<file path="src/sv/lhkm_pkg.sv">
// ----------------------------------------------------------------------------
// lhkm_pkg
// Shared types and codes for the link handshake / keepalive monitor.
// ----------------------------------------------------------------------------
`default_nettype none

package lhkm_pkg;

  // Link phase, one-hot
  typedef enum logic [2:0] {
    PH_AWAIT = 3'b001,
    PH_CONN  = 3'b010,
    PH_DEAD  = 3'b100
  } phase_t;

  // Event commands
  localparam logic [1:0] CMD_TICK  = 2'd0;
  localparam logic [1:0] CMD_FRAME = 2'd1;
  localparam logic [1:0] CMD_CLOSE = 2'd2;

  // Frame kinds
  localparam logic [1:0] KIND_HANDSHAKE = 2'd0;
  localparam logic [1:0] KIND_NORMAL    = 2'd1;
  localparam logic [1:0] KIND_HEARTBEAT = 2'd2;

  // Reported link status
  localparam logic [1:0] STAT_AWAIT = 2'd0;
  localparam logic [1:0] STAT_CONN  = 2'd1;
  localparam logic [1:0] STAT_DEAD  = 2'd2;

  // Error codes
  localparam logic [2:0] ERR_NONE          = 3'd0;
  localparam logic [2:0] ERR_BAD_HANDSHAKE = 3'd1;
  localparam logic [2:0] ERR_HS_TIMEOUT    = 3'd2;
  localparam logic [2:0] ERR_PROBES_FAILED = 3'd3;
  localparam logic [2:0] ERR_UNEXPECTED    = 3'd4;

  // Configuration register indexes
  localparam int unsigned CFG_IDX_BITS = 3;
  localparam logic [CFG_IDX_BITS-1:0] REG_KEEPALIVE_EN = 3'd0;
  localparam logic [CFG_IDX_BITS-1:0] REG_IDLE_LIMIT   = 3'd1;
  localparam logic [CFG_IDX_BITS-1:0] REG_PROBE_INTVL  = 3'd2;
  localparam logic [CFG_IDX_BITS-1:0] REG_PROBE_LIMIT  = 3'd3;
  localparam logic [CFG_IDX_BITS-1:0] REG_HS_LIMIT     = 3'd4;

  // Per-word action and status flags
  typedef struct packed {
    logic       reply;
    logic       heartbeat;
    logic       deliver;
    logic [1:0] status;
    logic [2:0] err;
  } result_flags_t;

  function automatic logic [1:0] status_of(phase_t ph);
    logic [1:0] s;
    unique case (ph)
      PH_AWAIT: s = STAT_AWAIT;
      PH_CONN:  s = STAT_CONN;
      PH_DEAD:  s = STAT_DEAD;
      default:  s = STAT_DEAD;
    endcase
    return s;
  endfunction

endpackage

`default_nettype wire

</file>
<file path="src/sv/lhkm_step.sv">
// ----------------------------------------------------------------------------
// lhkm_step
// Next-state and result logic for one event word.
// ----------------------------------------------------------------------------
`default_nettype none

module lhkm_step #(
  parameter int unsigned TIMER_BITS = 24,
  parameter int unsigned PROBE_BITS = 8
) (
  input  wire logic [1:0]            command,
  input  wire logic [1:0]            msg_kind,
  // configuration
  input  wire logic                  keepalive_enabled,
  input  wire logic [TIMER_BITS-1:0] idle_limit,
  input  wire logic [TIMER_BITS-1:0] probe_interval,
  input  wire logic [PROBE_BITS-1:0] probe_limit,
  input  wire logic [TIMER_BITS-1:0] handshake_limit,
  // current state
  input  wire lhkm_pkg::phase_t      phase,
  input  wire logic                  probing,
  input  wire logic [PROBE_BITS-1:0] probe_counter,
  input  wire logic [TIMER_BITS-1:0] idle_timer,
  input  wire logic [TIMER_BITS-1:0] interval_timer,
  input  wire logic [TIMER_BITS-1:0] handshake_timer,
  // next state
  output lhkm_pkg::phase_t           phase_next,
  output logic                       probing_next,
  output logic [PROBE_BITS-1:0]      probe_counter_next,
  output logic [TIMER_BITS-1:0]      idle_timer_next,
  output logic [TIMER_BITS-1:0]      interval_timer_next,
  output logic [TIMER_BITS-1:0]      handshake_timer_next,
  output lhkm_pkg::result_flags_t    flags
);
  import lhkm_pkg::*;

  localparam logic [TIMER_BITS-1:0] TIMER_MAX = '1;
  localparam logic [PROBE_BITS-1:0] PROBE_MAX = '1;

  logic [TIMER_BITS-1:0] hs_inc;
  logic [TIMER_BITS-1:0] idle_inc;
  logic [TIMER_BITS-1:0] intvl_inc;

  // saturating increments
  assign hs_inc    = (handshake_timer == TIMER_MAX) ? TIMER_MAX : handshake_timer + 1'b1;
  assign idle_inc  = (idle_timer == TIMER_MAX)      ? TIMER_MAX : idle_timer + 1'b1;
  assign intvl_inc = (interval_timer == TIMER_MAX)  ? TIMER_MAX : interval_timer + 1'b1;

  always_comb begin
    phase_next           = phase;
    probing_next         = probing;
    probe_counter_next   = probe_counter;
    idle_timer_next      = idle_timer;
    interval_timer_next  = interval_timer;
    handshake_timer_next = handshake_timer;
    flags.reply          = 1'b0;
    flags.heartbeat      = 1'b0;
    flags.deliver        = 1'b0;
    flags.err            = ERR_NONE;

    unique case (phase)
      PH_AWAIT: begin
        if (command == CMD_TICK) begin
          handshake_timer_next = hs_inc;
          if (hs_inc >= handshake_limit) begin
            phase_next = PH_DEAD;
            flags.err  = ERR_HS_TIMEOUT;
          end
        end else if (command == CMD_FRAME) begin
          if (msg_kind == KIND_HANDSHAKE) begin
            flags.reply         = 1'b1;
            phase_next          = PH_CONN;
            probing_next        = 1'b0;
            probe_counter_next  = '0;
            idle_timer_next     = '0;
            interval_timer_next = '0;
          end else begin
            phase_next = PH_DEAD;
            flags.err  = ERR_BAD_HANDSHAKE;
          end
        end
      end
      PH_CONN: begin
        if (command == CMD_TICK) begin
          if (keepalive_enabled) begin
            if (probing) begin
              interval_timer_next = intvl_inc;
              if (intvl_inc > probe_interval) begin
                if (probe_counter < probe_limit) begin
                  flags.heartbeat     = 1'b1;
                  probe_counter_next  = (probe_counter == PROBE_MAX) ?
                                        PROBE_MAX : probe_counter + 1'b1;
                  interval_timer_next = '0;
                end else begin
                  phase_next = PH_DEAD;
                  flags.err  = ERR_PROBES_FAILED;
                end
              end
            end else begin
              idle_timer_next = idle_inc;
              if (idle_inc > idle_limit) begin
                probing_next        = 1'b1;
                probe_counter_next  = '0;
                interval_timer_next = '0;
              end
            end
          end
        end else if (command == CMD_FRAME) begin
          probing_next        = 1'b0;
          probe_counter_next  = '0;
          idle_timer_next     = '0;
          interval_timer_next = '0;
          if (msg_kind == KIND_NORMAL) begin
            flags.deliver = 1'b1;
          end else if (msg_kind == KIND_HEARTBEAT) begin
            flags.heartbeat = 1'b1;
          end else begin
            flags.err = ERR_UNEXPECTED;   // late handshake or unknown kind
          end
        end else if (command == CMD_CLOSE) begin
          phase_next = PH_DEAD;
        end
      end
      PH_DEAD: begin
        // everything ignored
      end
      default: begin
        phase_next = PH_DEAD;
      end
    endcase

    flags.status = status_of(phase_next);
  end

endmodule

`default_nettype wire

</file>
<file path="src/sv/link_handshake_keepalive_monitor_unit.sv">
// ----------------------------------------------------------------------------
// link_handshake_keepalive_monitor_unit
// Link-side handshake and keepalive monitor of a framed connection.
// ----------------------------------------------------------------------------
// Result: registered; the result word is offered in the cycle after its event word is accepted.
// Throughput: one event word per cycle while the downstream keeps taking results; the result register
//   frees itself when the downstream takes its word, so a full pipe still accepts input.
// Reset (rst, synchronous): link awaits handshake, timers and probe count
//   cleared, configuration back to its defaults, no result pending.
// ----------------------------------------------------------------------------
`default_nettype none

module link_handshake_keepalive_monitor_unit #(
  parameter int unsigned TIMER_BITS = 24,
  parameter int unsigned PROBE_BITS = 8
) (
  input  wire logic                              clk,
  input  wire logic                              rst,
  // event input
  input  wire logic                              s_tvalid,
  output logic                                   s_tready,
  input  wire logic [7:0]                        s_tdata,   // command[1:0], msg_kind[3:2]
  // result output
  output logic                                   m_tvalid,
  input  wire logic                              m_tready,
  // send_handshake_reply[0], send_heartbeat[1], deliver_frame[2],
  // link_status[4:3], fault_code[7:5], probes_sent[8+:PROBE_BITS], zero fill
  output logic [((8+PROBE_BITS+7)/8)*8-1:0]      m_tdata,
  // configuration write port
  input  wire logic                              cfg_we,
  input  wire logic [lhkm_pkg::CFG_IDX_BITS-1:0] cfg_index,
  input  wire logic [((TIMER_BITS > PROBE_BITS) ? TIMER_BITS : PROBE_BITS)-1:0] cfg_data
);
  import lhkm_pkg::*;

  localparam int unsigned OUT_BITS = 8 + PROBE_BITS;
  localparam int unsigned OUT_W    = ((OUT_BITS + 7) / 8) * 8;

  // --------------------------------------------------------------------------
  // Configuration registers
  // --------------------------------------------------------------------------
  logic                  keepalive_enabled;
  logic [TIMER_BITS-1:0] idle_limit;
  logic [TIMER_BITS-1:0] probe_interval;
  logic [PROBE_BITS-1:0] probe_limit;
  logic [TIMER_BITS-1:0] handshake_limit;

  always_ff @(posedge clk) begin
    if (rst) begin
      keepalive_enabled <= 1'b0;
      idle_limit        <= TIMER_BITS'(60000);
      probe_interval    <= TIMER_BITS'(1000);
      probe_limit       <= PROBE_BITS'(3);
      handshake_limit   <= TIMER_BITS'(10000);
    end else if (cfg_we) begin
      unique case (cfg_index)
        REG_KEEPALIVE_EN: keepalive_enabled <= cfg_data[0];
        REG_IDLE_LIMIT:   idle_limit        <= cfg_data[TIMER_BITS-1:0];
        REG_PROBE_INTVL:  probe_interval    <= cfg_data[TIMER_BITS-1:0];
        REG_PROBE_LIMIT:  probe_limit       <= cfg_data[PROBE_BITS-1:0];
        REG_HS_LIMIT:     handshake_limit   <= cfg_data[TIMER_BITS-1:0];
        default: ;        // writes past the register list are dropped
      endcase
    end
  end

  // --------------------------------------------------------------------------
  // Link state
  // --------------------------------------------------------------------------
  phase_t                phase, phase_next;
  logic                  probing, probing_next;
  logic [PROBE_BITS-1:0] probe_counter, probe_counter_next;
  logic [TIMER_BITS-1:0] idle_timer, idle_timer_next;
  logic [TIMER_BITS-1:0] interval_timer, interval_timer_next;
  logic [TIMER_BITS-1:0] handshake_timer, handshake_timer_next;
  result_flags_t         flags;

  logic in_fire;

  // Accept whenever the result register is empty or is being drained.
  assign s_tready = ~m_tvalid | m_tready;
  assign in_fire  = s_tvalid & s_tready;

  lhkm_step #(
    .TIMER_BITS (TIMER_BITS),
    .PROBE_BITS (PROBE_BITS)
  ) u_step (
    .command              (s_tdata[1:0]),
    .msg_kind             (s_tdata[3:2]),
    .keepalive_enabled    (keepalive_enabled),
    .idle_limit           (idle_limit),
    .probe_interval       (probe_interval),
    .probe_limit          (probe_limit),
    .handshake_limit      (handshake_limit),
    .phase                (phase),
    .probing              (probing),
    .probe_counter        (probe_counter),
    .idle_timer           (idle_timer),
    .interval_timer       (interval_timer),
    .handshake_timer      (handshake_timer),
    .phase_next           (phase_next),
    .probing_next         (probing_next),
    .probe_counter_next   (probe_counter_next),
    .idle_timer_next      (idle_timer_next),
    .interval_timer_next  (interval_timer_next),
    .handshake_timer_next (handshake_timer_next),
    .flags                (flags)
  );

  always_ff @(posedge clk) begin
    if (rst) begin
      phase           <= PH_AWAIT;
      probing         <= 1'b0;
      probe_counter   <= '0;
      idle_timer      <= '0;
      interval_timer  <= '0;
      handshake_timer <= '0;
    end else if (in_fire) begin
      phase           <= phase_next;
      probing         <= probing_next;
      probe_counter   <= probe_counter_next;
      idle_timer      <= idle_timer_next;
      interval_timer  <= interval_timer_next;
      handshake_timer <= handshake_timer_next;
    end
  end

  // --------------------------------------------------------------------------
  // Result register: one result word per event word
  // --------------------------------------------------------------------------
  result_flags_t         res_flags;
  logic [PROBE_BITS-1:0] res_probes;

  always_ff @(posedge clk) begin
    if (rst) begin
      m_tvalid <= 1'b0;
    end else if (in_fire) begin
      m_tvalid <= 1'b1;
    end else if (m_tready) begin
      m_tvalid <= 1'b0;
    end
  end

  always_ff @(posedge clk) begin
    if (in_fire) begin
      res_flags  <= flags;
      res_probes <= probe_counter_next;
    end
  end

  assign m_tdata = OUT_W'({res_probes, res_flags.err, res_flags.status,
                           res_flags.deliver, res_flags.heartbeat, res_flags.reply});

endmodule

`default_nettype wire
</file>
<file path="config.mk">
export PLATFORM = sky130hd
export DESIGN_NAME = link_handshake_keepalive_monitor_unit
export DESIGN_NICKNAME = d
export VERILOG_FILES = /design/src/sv/lhkm_pkg.sv /design/src/sv/lhkm_step.sv /design/src/sv/link_handshake_keepalive_monitor_unit.sv
export SDC_FILE = /design/constraint.sdc
export NUM_CORES = 1
export LEC_CHECK = 0
export ABC_AREA = 1
export BUFFER_PORTS_ARGS = -buffer_cell sky130_fd_sc_hd__buf_2
export CAP_MARGIN = 30
export CORE_MARGIN = 2
export CORE_UTILIZATION = 56
export DETAILED_ROUTE_END_ITERATION = 16
export PLACE_DENSITY_LB_ADDON = 0.08
export SYNTH_ARGS = -nofsm -noshare
export SYNTH_HDL_FRONTEND = slang
export SYNTH_SLANG_ARGS = --single-unit
</file>
<file path="constraint.sdc">
create_clock -name clk -period 3.2 [get_ports clk]
set_clock_uncertainty 0.15 [all_clocks]
set_input_delay 0.32 -clock clk [delete_from_list [all_inputs] [get_ports clk]]
set_output_delay 0.32 -clock clk [all_outputs]
set_load 0.005 [all_outputs]
</file>
==> results.cfg <==
[synthesis]
synth_area_per_cell_um2 = 6.96
syn_nets = 1767
ys_seq_elements = 182
synth_edf_count = 16
synthArstFlopShare_pct = 0
synth_cells = 1641
synth_warnings = 0
synth_area_um2 = 11400
synth-seq-area-share_pct = 33.3
synth_top_flop_cell = dfxtp_1
yosysUniqueCellTypes = 51

[critical_path]
cp_common_cell = nand2_2
required_ps = 3320
end_kind = register
start_kind = register
crit_type = register to register
critPathMaxFanout = 7
critical-path-slowest-cell = dfxtp_2
critPathArrivalTime_ps = 3990
cpPeakStageDelay_ps = 360
ff2ff_path_depth = 27

[sta]
setup_viol = 49
finalHoldViolCount = 0
max_slew.worst_pin.slew_ps = 1080
finalMaxSlewViolations = 0
fmaxAchievable_mhz = 259
finalCriticalPeriod_ps = 3870
rsz0062_at_grt = true
fin_crit_sh_pct = 121
max-slew-margin-rel_pct = 27.8
fin_worst_hold_slack_ps = 11.2
finalSetupTns_ps = -26890
setup_slack_ps = -666

[floorplan]
io_pins = 58
die_x_um = 147
coreArea_um2 = 20100
die_area_um2 = 21500
die-height_um = 147
placementRows = 52
start_util_pct = 56.8

[final_layout]
final_core_util_pct = 80.9
antenna_cells = 0
syn2layout_area_growth_pct = 42.5
final_nets = 2072
drive_gt1_share_pct = 35.8

[power_and_ir_drop]
swShare_pct = 30.4
ir_drop_mv = 0.258
switchingPower_w = 0.00164
seqPwrFrac_pct = 45.1
leakage_nw = 7.79
pwr-share-comb_pct = 15.0
p_per_area_nw_per_um2 = 330
p_int_w = 0.00374
clkPwrFrac_pct = 39.8

[drt]
vias = 13022
routed_via_density = 5.84
drt_pass1_iterations = 7
drtIter0Drc = 1399
wl_per_cell_um = 18.4
ant_nets = 0
routed_wl_mm = 41.1
drc = 0

[global_routing]
antenna_found_initial = 0
grt_start_max_net_pins = 86
track_usage_pct = 32.2
grt_pass1_vias = 11412
grt_pass1_wl_mm = 56.1
gr-total-overflow = 0

[placement]
place_congestion = 0.919
numPortBuffers = 53
dp_hpwl_mm = 23.0

[status]
violations = setup timing
outcome = complete, but fails checks

[clock_tree]
cts.clk_slew.worst_paths_ps = 80
cts_sinks = 182
cts_made_buffers = 17
ctsHtreeMaxLevel = 4
clk_latency_ps = 450
cts_tree = built
cts_root_buffer = clkbuf_16
clock_path_buffers = 2

[flow_run]
cap_violations = 0

[hold_path]
hold_class = input pin to register
holdPathStages = 4
-- layout by cell type (no fill, tap or decap), drive strengths merged, types with 22 or more instances in the layout --
| cell | instances |
|---|---|
| nand2 | 405 |
| buf | 340 |
| inv | 265 |
| a21oi | 177 |
| dfxtp | 166 |
| o21ai | 129 |
| nor2 | 111 |
| nand3 | 93 |
| ha | 86 |
| nor3 | 32 |
| nand4 | 22 |
-- synth_stat cells (2+ instances only) --
cell type	count	area, um2
a31oi_1	4	25.0
inv_1	239	897
edfxtp_1	16	480
nor3_2	9	90.1
o21ai_0	114	571
nand3_2	18	180
nor3b_1	3	22.5
nor3_1	21	105
nor2_2	9	56.3
xor2_1	18	158
buf_6	5	56.3
o21ai_2	6	52.6
nor4_1	8	50.1
ha_1	86	1080
nand3b_1	2	15.0
inv_2	18	67.6
nand4_1	22	138
o211ai_1	20	150
nor4_4	2	42.5
nor2_4	8	90.1
a211oi_1	3	22.5
nor2_1	91	342
or2_2	9	56.3
nand3_1	75	375
buf_2	9	45.0
a21o_1	4	30.0
xnor2_1	5	43.8
clkbuf_1	43	161
a21oi_2	2	17.5
a21oi_1	175	876
dfxtp_1	166	3320
nor3_4	2	32.5
o21ai_1	8	40.0
nand2_1	384	1440
nand2_2	21	131
-- power by group through the flow --
stage                     clock network [W]  logic [W]  registers (W)
after detailed placement                  0   0.000609        0.00247
final                               0.00214   0.000809        0.00243
after CTS                           0.00213   0.000715        0.00242
after global placement                    0   0.000595        0.00247
after global routing                0.00224   0.000875        0.00243
after floorplan                           0   0.000394        0.00246
-- timing repair --
action                                  in CTS  in global routing
setup buffers                               65                 34
pin swaps                                   77                 75
gates resized for setup                    180                172
endpoints found under the hold margin        1                  0
hold buffers                                 1                  0
endpoints found under the setup margin      49                 50
cloned                                       6                  0
-- through the flow --
step / power, W / setup WS, ps / cell area (um2) / cells
after floorplan: 0.00286 / -81.2 / 11500 / 1641
after global placement: 0.00306 / -463 / 13200 / 2097
after detailed placement: 0.00308 / -548 / 13300 / 2098
after CTS: 0.00526 / -464 / 15200 / 2202
after global routing: 0.00555 / -866 / 16300 / 2229
final: 0.00538 / -666 / 16300 / 2229
-- logic make-up after synthesis --
logic type,share of synthesized area (%)
AO/OA/AOI/OAI,16.3
buffers and inverters,10.8
adder cells (fa/ha/maj),9.42
AND/OR/NAND/NOR,28.4
XOR/XNOR,1.76
flip-flops,33.3
-- worst max-delay path: cells and delay by family (launching register included) --
kind,cells,cell delay [ps]
buffers and inverters,6,860
AOI/OAI and AO/OA,3,430
DFF,1,360
adders and majority gates,2,400
and+or+nand+nor,16,1510
-- state kept, by name, summed over array words and instances (netlist names), 3 cells and up --
name,flops
probe_interval,24
interval_timer,24
handshake_timer,24
res_probes,8
probe_limit,8
handshake_limit,24
phase,3
probe_counter,8
idle_timer,24
m_tdata,8
idle_limit,24
-- per-layer routing --
| metal | share of wire (%) | up-vias | track usage (%) |
|---|---|---|---|
| met2 | 47 | 801 | 53.3 |
| li1 | - | 5961 | - |
| met5 | 0 | - | 0 |
| met1 | 39 | 6027 | 43.4 |
| met3 | 9.2 | 233 | 5.16 |
| met4 | 4.9 | 0 | 9.85 |
-- cell type report --
type / count / area (um2)
clock buffers: 18 / 439
clock inverters: 14 / 154
fillers: 1217 / 3830
inverters: 257 / 996
multi-input cells: 1145 / 7850
flip-flops and latches: 182 / 3830
well taps: 270 / 338
repair buffers: 341 / 2660
repair inverters: 2 / 12.5
-- worst paths after layout --
kind | to | start | slack [ps]
worst max register to register | interval_timer[2]$_SDFFE_PP0P_ | idle_timer[0]$_SDFFE_PP0P_ | -670
worst min register to register | idle_limit[2]$_SDFFE_PP0P_ | idle_limit[2]$_SDFFE_PP0P_ | 320
worst max-delay path | interval_timer[2]$_SDFFE_PP0P_ | idle_timer[0]$_SDFFE_PP0P_ | -670
worst min-delay path | m_tvalid$_SDFFE_PP0P_ | m_tready | 10
Note: power is estimated with default switching activity, not from simulation.
